[src/sv/obe_pkg.sv]
// Shared types, constants and slot packing for the octagon bound table.
// Used by the channel interfaces, the term decoder and the top level.
package obe_pkg;

  localparam int NumVars    = 16;
  localparam int TableDepth = 512;
  localparam int BoundW     = 32;

  localparam int VAR_W  = $clog2(NumVars);
  localparam int VAR2_W = VAR_W + 1;
  localparam int SLOT_W = $clog2(TableDepth);
  localparam int PACK_W = 2 * VAR_W + 3;

  // Operation codes
  localparam logic [1:0] OP_WRITE   = 2'd0;
  localparam logic [1:0] OP_READ    = 2'd1;
  localparam logic [1:0] OP_COMBINE = 2'd2;

  // Result status codes
  localparam logic [1:0] ST_TIGHT   = 2'd0;
  localparam logic [1:0] ST_CANCEL  = 2'd1;
  localparam logic [1:0] ST_NOSHARE = 2'd2;
  localparam logic [1:0] ST_DONE    = 2'd3;

  typedef struct packed {
    logic [1:0]        op;
    logic              sign_a_first;
    logic [VAR_W-1:0]  var_a_first;
    logic              sign_a_second;
    logic [VAR2_W-1:0] var_a_second;
    logic              sign_b_first;
    logic [VAR_W-1:0]  var_b_first;
    logic              sign_b_second;
    logic [VAR2_W-1:0] var_b_second;
    logic [VAR_W-1:0]  elim_var;
    logic [SLOT_W-1:0] slot_index;
    logic [BoundW-1:0] bound_in;
  } item_t;

  // One kept term of a constraint after elimination
  typedef struct packed {
    logic             sign;
    logic             valid;
    logic [VAR_W-1:0] idx;
  } term_t;

  // Decoded combine control, decoder to sequencer
  typedef struct packed {
    logic              no_result;
    logic              cancel;
    logic              halve;
    logic [SLOT_W-1:0] slot_a;
    logic [SLOT_W-1:0] slot_b;
    logic [SLOT_W-1:0] tgt;
  } dec_t;

  // Pack a term "s1 x_n1 [s2 x_n2]" into a table slot
  function automatic logic [SLOT_W-1:0] slot_of(logic s1, logic [VAR_W-1:0] n1,
                                                logic s2, logic v2,
                                                logic [VAR_W-1:0] n2);
    logic [PACK_W-1:0] p;
    p = PACK_W'(PACK_W'(n1) * PACK_W'(n1)) << 1;
    if (!s1) begin
      p = p + PACK_W'({n1, 1'b1});
    end
    if (v2) begin
      p = p + PACK_W'({n2, 1'b0}) + (s2 ? PACK_W'(1) : PACK_W'(2));
    end
    return p[SLOT_W-1:0];
  endfunction

endpackage

[src/sv/obe_decode.sv]
// Combine decoder: finds the eliminated variable, keeps the other terms,
// and packs the source and target slots. Depends on obe_pkg.
module obe_decode import obe_pkg::*; (
  input  item_t item_i,
  output dec_t  dec_o
);

  term_t a1, a2, b1, b2, ka, kb;
  logic  a1_hit, a2_hit, b1_hit, b2_hit, found, same, a_first;

  // Unpack the four terms; a negative second index means none
  always_comb begin
    a1 = '{sign: item_i.sign_a_first, valid: 1'b1, idx: item_i.var_a_first};
    a2 = '{sign: item_i.sign_a_second, valid: ~item_i.var_a_second[VAR2_W-1],
           idx: item_i.var_a_second[VAR_W-1:0]};
    b1 = '{sign: item_i.sign_b_first, valid: 1'b1, idx: item_i.var_b_first};
    b2 = '{sign: item_i.sign_b_second, valid: ~item_i.var_b_second[VAR2_W-1],
           idx: item_i.var_b_second[VAR_W-1:0]};
    a1_hit = a1.idx == item_i.elim_var;
    a2_hit = a2.valid && (a2.idx == item_i.elim_var);
    b1_hit = b1.idx == item_i.elim_var;
    b2_hit = b2.valid && (b2.idx == item_i.elim_var);
  end

  // Pick the first matching pair and keep the other term of each
  always_comb begin
    found = 1'b1;
    ka    = a2;
    kb    = b2;
    priority if (a1_hit && b1_hit) begin
      ka = a2; kb = b2;
    end else if (a1_hit && b2_hit) begin
      ka = a2; kb = b1;
    end else if (a2_hit && b1_hit) begin
      ka = a1; kb = b2;
    end else if (a2_hit && b2_hit) begin
      ka = a1; kb = b1;
    end else begin
      found = 1'b0;
    end
  end

  // Classify the kept pair and pack the slots
  always_comb begin
    same    = ka.valid && kb.valid && (ka.idx == kb.idx);
    a_first = ka.valid && (!kb.valid || (ka.idx > kb.idx));
    dec_o.no_result = !found || (!ka.valid && !kb.valid);
    dec_o.cancel    = same && (ka.sign != kb.sign);
    dec_o.halve     = same;
    dec_o.slot_a    = slot_of(a1.sign, a1.idx, a2.sign, a2.valid, a2.idx);
    dec_o.slot_b    = slot_of(b1.sign, b1.idx, b2.sign, b2.valid, b2.idx);
    if (same) begin
      dec_o.tgt = slot_of(ka.sign, ka.idx, 1'b0, 1'b0, kb.idx);
    end else if (a_first) begin
      dec_o.tgt = slot_of(ka.sign, ka.idx, kb.sign, kb.valid, kb.idx);
    end else begin
      dec_o.tgt = slot_of(kb.sign, kb.idx, ka.sign, ka.valid, ka.idx);
    end
  end

endmodule

[config.mk]
export PLATFORM = sky130hd
export DESIGN_NAME = obe_decode
export DESIGN_NICKNAME = d
export VERILOG_FILES = /design/src/sv/obe_pkg.sv /design/src/sv/obe_decode.sv
export SDC_FILE = /design/constraint.sdc
export NUM_CORES = 1
export LEC_CHECK = 0
export ABC_AREA = 1
export BUFFER_PORTS_ARGS = -buffer_cell sky130_fd_sc_hd__buf_2
export CAP_MARGIN = 20
export CORE_MARGIN = 2
export CORE_UTILIZATION = 30
export DETAILED_ROUTE_END_ITERATION = 7
export PLACE_DENSITY = 0.57
export SYNTH_ARGS = -nofsm -noshare
export SYNTH_HDL_FRONTEND = slang
export SYNTH_SLANG_ARGS = --single-unit
[constraint.sdc]
create_clock -name vclk -period 7.83
set_input_delay 1.9575 -clock vclk [all_inputs]
set_output_delay 1.9575 -clock vclk [all_outputs]
set_load 0.01 [all_outputs]
After elaboration in Yosys (flattened, before gate mapping)
Index checks and enable logic that the tools add are counted.
{ "classes": {"n_addsub": 12, "n_mul": 4, "magnitude_cmp": 1, "eq_ne": 6, "muxes": 30, "n_bitwise": 2, "reduce_logical": 16} }
{ "ops": {"columns": ["operator", "n"], "rows": [
  ["$mux 9", 14],
  ["$add 9x5->9", 8],
  ["$mux 6", 8],
  ["$add 9x2->9", 4],
  ["$mul 4x4->8", 4],
  ["$eq 4x4->1", 5],
  ["$logic_and 1x1->1", 11],
  ["$mux 2", 4],
  ["$gt 4x4->1", 1],
  ["$mux 1", 4],
  ["$logic_not 1->1", 3],
  ["$logic_or 1x1->1", 2],
  ["$not 1->1", 2],
  ["$ne 1x1->1", 1]
]} }
{ "totals": {"reg_bits": 0, "in_bits": 69} }

Logic depth before layout (Yosys ltp)
Gate-level depths: netlist (run 1).
{ "depth": {"ltp_word": 17, "mapped_depth": 30, "depth_no_buf": 30} }

Worst setup path after synthesis (run 1)
OpenSTA, ideal clock, no wires.
{ "synth_path": {"path_kind": "input to output", "startpoint": "input item_i[43] (netlist name)", "endpoint": "output dec_o[8] (netlist name)", "arrival_time_ps": 5953, "required_time_ps": 5872, "path_slack_ps": -80, "stages": 24, "path_cell_list": "buf_2 -> xnor2_1 -> nand3_4 -> nor2_4 -> nand3_1 -> nand2_2 -> inv_1 -> nor3_1 -> fa_1 -> ha_1 -> a21oi_1 -> inv_1 -> a31oi_1 -> nor2_4 -> xor2_1 -> ha_1 -> nand2_1 -> a21oi_1 -> nand3_1 -> nor2_1 -> nand2_1 -> nand3_1 -> nand3_1 -> nand2_1"} }
{ "synth_rtl": {"columns": ["element", "line_no", "text"], "rows": [
  ["from (decl)", "obe_decode.sv:4", "input item_t item_i,"],
  ["to (decl)", "obe_decode.sv:5", "output dec_t dec_o"]
]} }

==> results of run 1 <==
## through the flow
stage	setup slack (ns)	TNS (ns)
2_1_floorplan	0.0105	0
3_3_place_gp	-0.328	-1.11
3_5_place_dp	-0.321	-1.13
4_1_cts	-0.0188	-0.0288
5_1_grt	-0.149	-0.606
6_report	0.0695	0
## layout make-up
type                            instances  area (um^2)  share of cell area (%)
Inverter                              111          447                    7.42
Multi-Input combinational cell        541         4240                    70.4
Tap cell                              180          225                    3.74
Timing Repair Buffer                  152         1110                    18.5
## power by group through the flow
stage / registers, W / clock network, W / logic [W]
2_1_floorplan: 0 / 0 / 0.000282
3_3_place_gp: 0 / 0 / 0.000419
3_5_place_dp: 0 / 0 / 0.000422
4_1_cts: 0 / 0 / 0.000455
5_1_grt: 0 / 0 / 0.000571
6_report: 0 / 0 / 0.000511
## critical path, delay by kind of cell
family                     cells  cell delay, ns
buffers and inverters         14            1.60
and+or+nand+nor               10            1.15
AOI/OAI and AO/OA              2            0.20
adders and majority gates      2            0.75
xor gates and xnor gates       1            0.14
## layout by cell type, fill, tap and decap left out, drive strengths merged, types with 2 or more instances in the layout
cell / Yosys / layout
nand2: 192 / 192
buf: 5 / 152
inv: 109 / 109
ha: 77 / 77
nor2: 53 / 53
nand3: 49 / 49
a21oi: 37 / 37
o21ai: 30 / 30
xor2: 23 / 23
xnor2: 15 / 15
fa: 12 / 12
nand4: 10 / 10
nor3: 9 / 9
o22ai: 6 / 6
a31oi: 6 / 6
or2: 5 / 5
a211oi: 4 / 4
a22o: 2 / 2
clkinv: 2 / 2
o211ai: 2 / 2
## metal layers
layer  GRT usage (%)  part of all wire (%)  vias up
li1                -                     -     2441
met1            21.8                    49     2015
met2            26.9                    48       57
met3           0.609                   3.4        2
met4           0.790                  0.20        0
met5               0                     0        -
## cells by family (layout without fill, tap and decap cells)
group	after synthesis	in the layout	synth area share [%]
simple gates	320	320	39.1
buf+inv	122	263	11.3
compound gates	94	94	12.8
fa+ha+maj	89	89	28.9
xor+xnor	38	38	7.98
## final timing paths
path / startpoint / end / slack, ns / cells past startpoint
max: item_i[43] / dec_o[4] / 0.07 / 29
min: item_i[66] / dec_o[18] / 4.30 / 3
## timing repair
| item | in CTS | in global routing |
|---|---|---|
| setup buffers | 14 | 11 |
| pin swaps | 37 | 74 |
| resized for setup | 57 | 100 |
| hold buffers | 0 | 0 |
| endpoints found under the setup margin | 4 | 6 |
==> results.sh, run 1 <==
export IMPL_status="completed"
export IMPL_p_int_w=0.000231
export IMPL_die_width_um=122
export IMPL_p_clk_share_pct=0
export IMPL_seq_power_share_pct=0
export IMPL_layout_cells_non_filler=984
export IMPL_critical_path_arrival_ns=5.80
export IMPL_power_switching_w=0.000280
export IMPL_maxCapViolCount=0
export IMPL_drt_iter0_markers=172
export IMPL_fin_util_pct=43.9
export IMPL_max_freq_ghz=0.129
export IMPL_place_hpwl_mm=9.69
export IMPL_die_area_um2=14900
export IMPL_combPwrFrac_pct=100.0
export IMPL_final_nets=964
export IMPL_postRouteAntennaNets=0
export IMPL_placed_area_um2=5170
export IMPL_dp_cells=959
export IMPL_routed_wl_mm=11.7
export IMPL_endpoint_kind="output port"
export IMPL_port_buffers=56
export IMPL_start_util_pct=30.4
export IMPL_drive_above_1_share_pct=38.7
export IMPL_antenna_cells=0
export IMPL_fin_crit_sh_pct=99.1
export IMPL_grt_pass1_vias=4133
export IMPL_cpPeakStageDelay_ns=0.51
export IMPL_nFlopsAndLatches=0
export IMPL_critPathSlowestCell="fa_2"
export IMPL_p_leak_nw=3.20
export IMPL_slew_headroom_pct=71.1
export IMPL_ys_seq_area_share_pct=0
export IMPL_clkbuf_count=0
export IMPL_fillers=1464
export IMPL_core_um2=13700
export IMPL_synth_common_cells="156 x nand2_1, 100 x inv_1, 77 x ha_1"
export IMPL_row_count=43
export IMPL_worst_hold_path_type="in2out"
export IMPL_yosys_warnings=0
export IMPL_synth_top_cell_by_area="ha_1"
export IMPL_power_w=0.000511
export IMPL_hold_viol_final=0
export IMPL_syn_cell_area_um2=4170
export IMPL_tightest_slew_ns=0.431
export IMPL_synthTopCellsByArea="ha_1 23%, nand2_1 14%, inv_1 9.0%"
export IMPL_path_class="in2out"
export IMPL_crit_fanout=7
export IMPL_synthMostInstantiatedCell="nand2_1"
export IMPL_io_pins=99
export IMPL_seqCellArea_um2=0
export IMPL_rsz0062_at_grt="true"
export IMPL_period_needed_ns=7.76
export IMPL_synth_cells=663
export IMPL_vias=4515
export IMPL_slew_violations=0
export IMPL_viasPerCell=4.59
export IMPL_avgRoutedWirePerCell_um=11.9
export IMPL_grt_pass1_wl_mm=19.1
export IMPL_first_pass_iters=4
export IMPL_die_h_um=122
export IMPL_drc=0
export IMPL_fin_area_um2=6020
export IMPL_p_per_area_nw_per_um2=85.0
export IMPL_required_ns=5.87
export IMPL_antenna_found_initial=0
export IMPL_groute_usage_overall_pct=15.3
export IMPL_ir_drop_mv=0.0508
export IMPL_hold_ws_ns=4.30
export IMPL_synth_distinct_cells=47
export IMPL_area_delta_synth_final_pct=44.3
export IMPL_grt_max_degree=21
export IMPL_synth_area_per_cell_um2=6.29
export IMPL_grt_overflow=0
export IMPL_switching_share_pct=54.8
export IMPL_start_kind="input port"
export IMPL_synth_top_cell_area_share_pct=23.1
export IMPL_setup_viol=0
export IMPL_critPathMostFrequentCell="buf_4"
export IMPL_synth_nets=821
export IMPL_gp_routability_congestion=0.859
Note: power is estimated with default switching activity, not from simulation.
==> run 2, diff against run 1 <==
--- a/config.mk
+++ b/config.mk
@@ -11,7 +11,7 @@
 export CORE_MARGIN = 2
 export CORE_UTILIZATION = 30
 export DETAILED_ROUTE_END_ITERATION = 7
-export PLACE_DENSITY = 0.57
+export PLACE_DENSITY = 0.56
 export SYNTH_ARGS = -nofsm -noshare
 export SYNTH_HDL_FRONTEND = slang
 export SYNTH_SLANG_ARGS = --single-unit
==> constraint.sdc (replaced) <==
create_clock -name vclk -period 7.2
set_input_delay 1.8 -clock vclk [all_inputs]
set_output_delay 1.8 -clock vclk [all_outputs]
set_load 0.01 [all_outputs]
==> run 2 against run 1 <==
Against the previous run:
- the run now ends with negative setup slack left
- setup slack got worse by 0.43 ns
- utilization increased by 0.66 points
- wire length increased by 0.91%
- count of clock-buffer cells in the layout unchanged
- critical endpoint is now dec_o[6]
- first-iteration DRC count decreased by 20%
- via count increased by 3.0%
- critical path type unchanged
==> results.sh, run 2 (synthesis results as in run 1) <==
export IMPL_status="finished with violations"
export IMPL_violations="negative setup slack"
export IMPL_critical_path_arrival_ns=5.76
export IMPL_antenna_cells=0
export IMPL_slew_violations=0
export IMPL_p_leak_nw=3.30
export IMPL_start_util_pct=30.4
export IMPL_setup_viol=5
export IMPL_layout_cells_non_filler=1013
export IMPL_endpoint_kind="output port"
export IMPL_path_class="in2out"
export IMPL_power_w=0.000559
export IMPL_period_needed_ns=7.56
export IMPL_grt_pass1_wl_mm=19.9
export IMPL_drc=0
export IMPL_core_um2=13700
export IMPL_maxCapViolCount=0
export IMPL_avgRoutedWirePerCell_um=11.7
export IMPL_wl_met2_mm=5.73
export IMPL_p_per_area_nw_per_um2=91.5
export IMPL_clkbuf_count=0
export IMPL_ir_drop_mv=0.0473
export IMPL_fillers=1448
export IMPL_die_h_um=122
export IMPL_first_pass_iters=4
export IMPL_rsz0062_at_grt="true"
export IMPL_viasPerCell=4.59
export IMPL_port_buffers=56
export IMPL_layout_commonest_cell="nand2_1"
export IMPL_groute_usage_overall_pct=16.0
export IMPL_place_hpwl_mm=9.96
export IMPL_required_ns=5.40
export IMPL_fin_crit_sh_pct=105
export IMPL_met1Wirelength_mm=5.76
export IMPL_drive_above_1_share_pct=40.7
export IMPL_fin_util_pct=44.5
export IMPL_top_layer="met4"
export IMPL_cts_hold_buf=0
export IMPL_gp_routability_congestion=0.821
export IMPL_hold_viol_final=0
export IMPL_layout_common_cells="136 x nand2_1, 125 x buf_4, 94 x inv_1"
export IMPL_vias=4652
export IMPL_die_area_um2=14900
export IMPL_route_met3_wl_um=276
export IMPL_postRouteAntennaNets=0
export IMPL_tightest_slew_ns=0.461
export IMPL_grt_overflow=0
export IMPL_grt_max_degree=21
export IMPL_grt_pass1_vias=4387
export IMPL_nFlopsAndLatches=0
export IMPL_routed_wl_mm=11.8
export IMPL_die_width_um=122
export IMPL_timing_final_ws_setup_ns=-0.361
export IMPL_crit_fanout=6
export IMPL_start_kind="input port"
export IMPL_row_count=43
export IMPL_drt_iter0_markers=138
export IMPL_worst_hold_path_type="in2out"
export IMPL_slew_headroom_pct=69.2
export IMPL_final_nets=993
export IMPL_antenna_found_initial=0
export IMPL_area_delta_synth_final_pct=46.5
export IMPL_max_freq_ghz=0.132
export IMPL_seqCellArea_um2=0
export IMPL_dp_cells=979
export IMPL_io_pins=99
export IMPL_fin_tns_setup_ns=-1.20
==> run 2: where the power goes <==
group / switching [W] / leakage, nW / internal [W]
sequential: 0 / 0 / 0
clock: 0 / 0 / 0
combinational: 0.000299 / 3.30 / 0.000260
==> run 2: final timing paths <==
path	start	end	slack, ns	depth (start not counted)
setup / recovery	item_i[41]	dec_o[6]	-0.36	28
hold / removal	item_i[66]	dec_o[18]	3.99	3
==> run 2: worst max-delay path, cell delays in order <==
cell and delay (ns):
buf_6 0.11, buf_4 0.13, xnor2_2 0.12, nand2_2 0.10
nor2_4 0.05, nor2_4 0.19, nand2_4 0.10, nand2_2 0.10
nand2_4 0.08, ha_4 0.17, fa_1 0.58, ha_4 0.23
or2_1 0.22, nand3_1 0.08, nand2_2 0.08, ha_4 0.22
ha_4 0.27, inv_2 0.03, o21bai_1 0.15, nand2_1 0.10
a21oi_2 0.21, nand3_2 0.13, buf_6 0.13, nand2_2 0.05
o22ai_2 0.08, nand2_1 0.06, nand2_1 0.05, buf_2 0.13
==> run 2: layer usage <==
layer	global-route usage (%)	vias up
met5	0	-
met4	0.359	0
met3	0.375	6
met2	29.1	61
met1	22.4	2083
li1	-	2502
==> run 2: metrics by stage <==
stage               instance area (um^2)  hold slack, ns  setup slack [ns]
global placement                    5500            3.99            -0.436
floorplan                           4370            3.73          0.000112
CTS                                 5750            3.99            -0.284
detailed placement                  5500            3.99            -0.409
finish                              6110            3.99            -0.361
global route                        6110            4.01            -0.618
==> run 2: timing repair <==
action | in CTS | in global routing
endpoints found under the setup margin | 5 | 15
gates resized for setup | 31 | 59
pin swaps | 33 | 48
buffers inserted | 20 | 15
endpoints found under the hold margin | 0 | 0
==> run 2: area by class of cell <==
type / instances / area, um^2 / area share [%]
tap: 180 / 225 / 3.69
timing repair buffer: 181 / 1290 / 21.1
inverter: 111 / 437 / 7.15
multi-input combinational: 541 / 4160 / 68.1
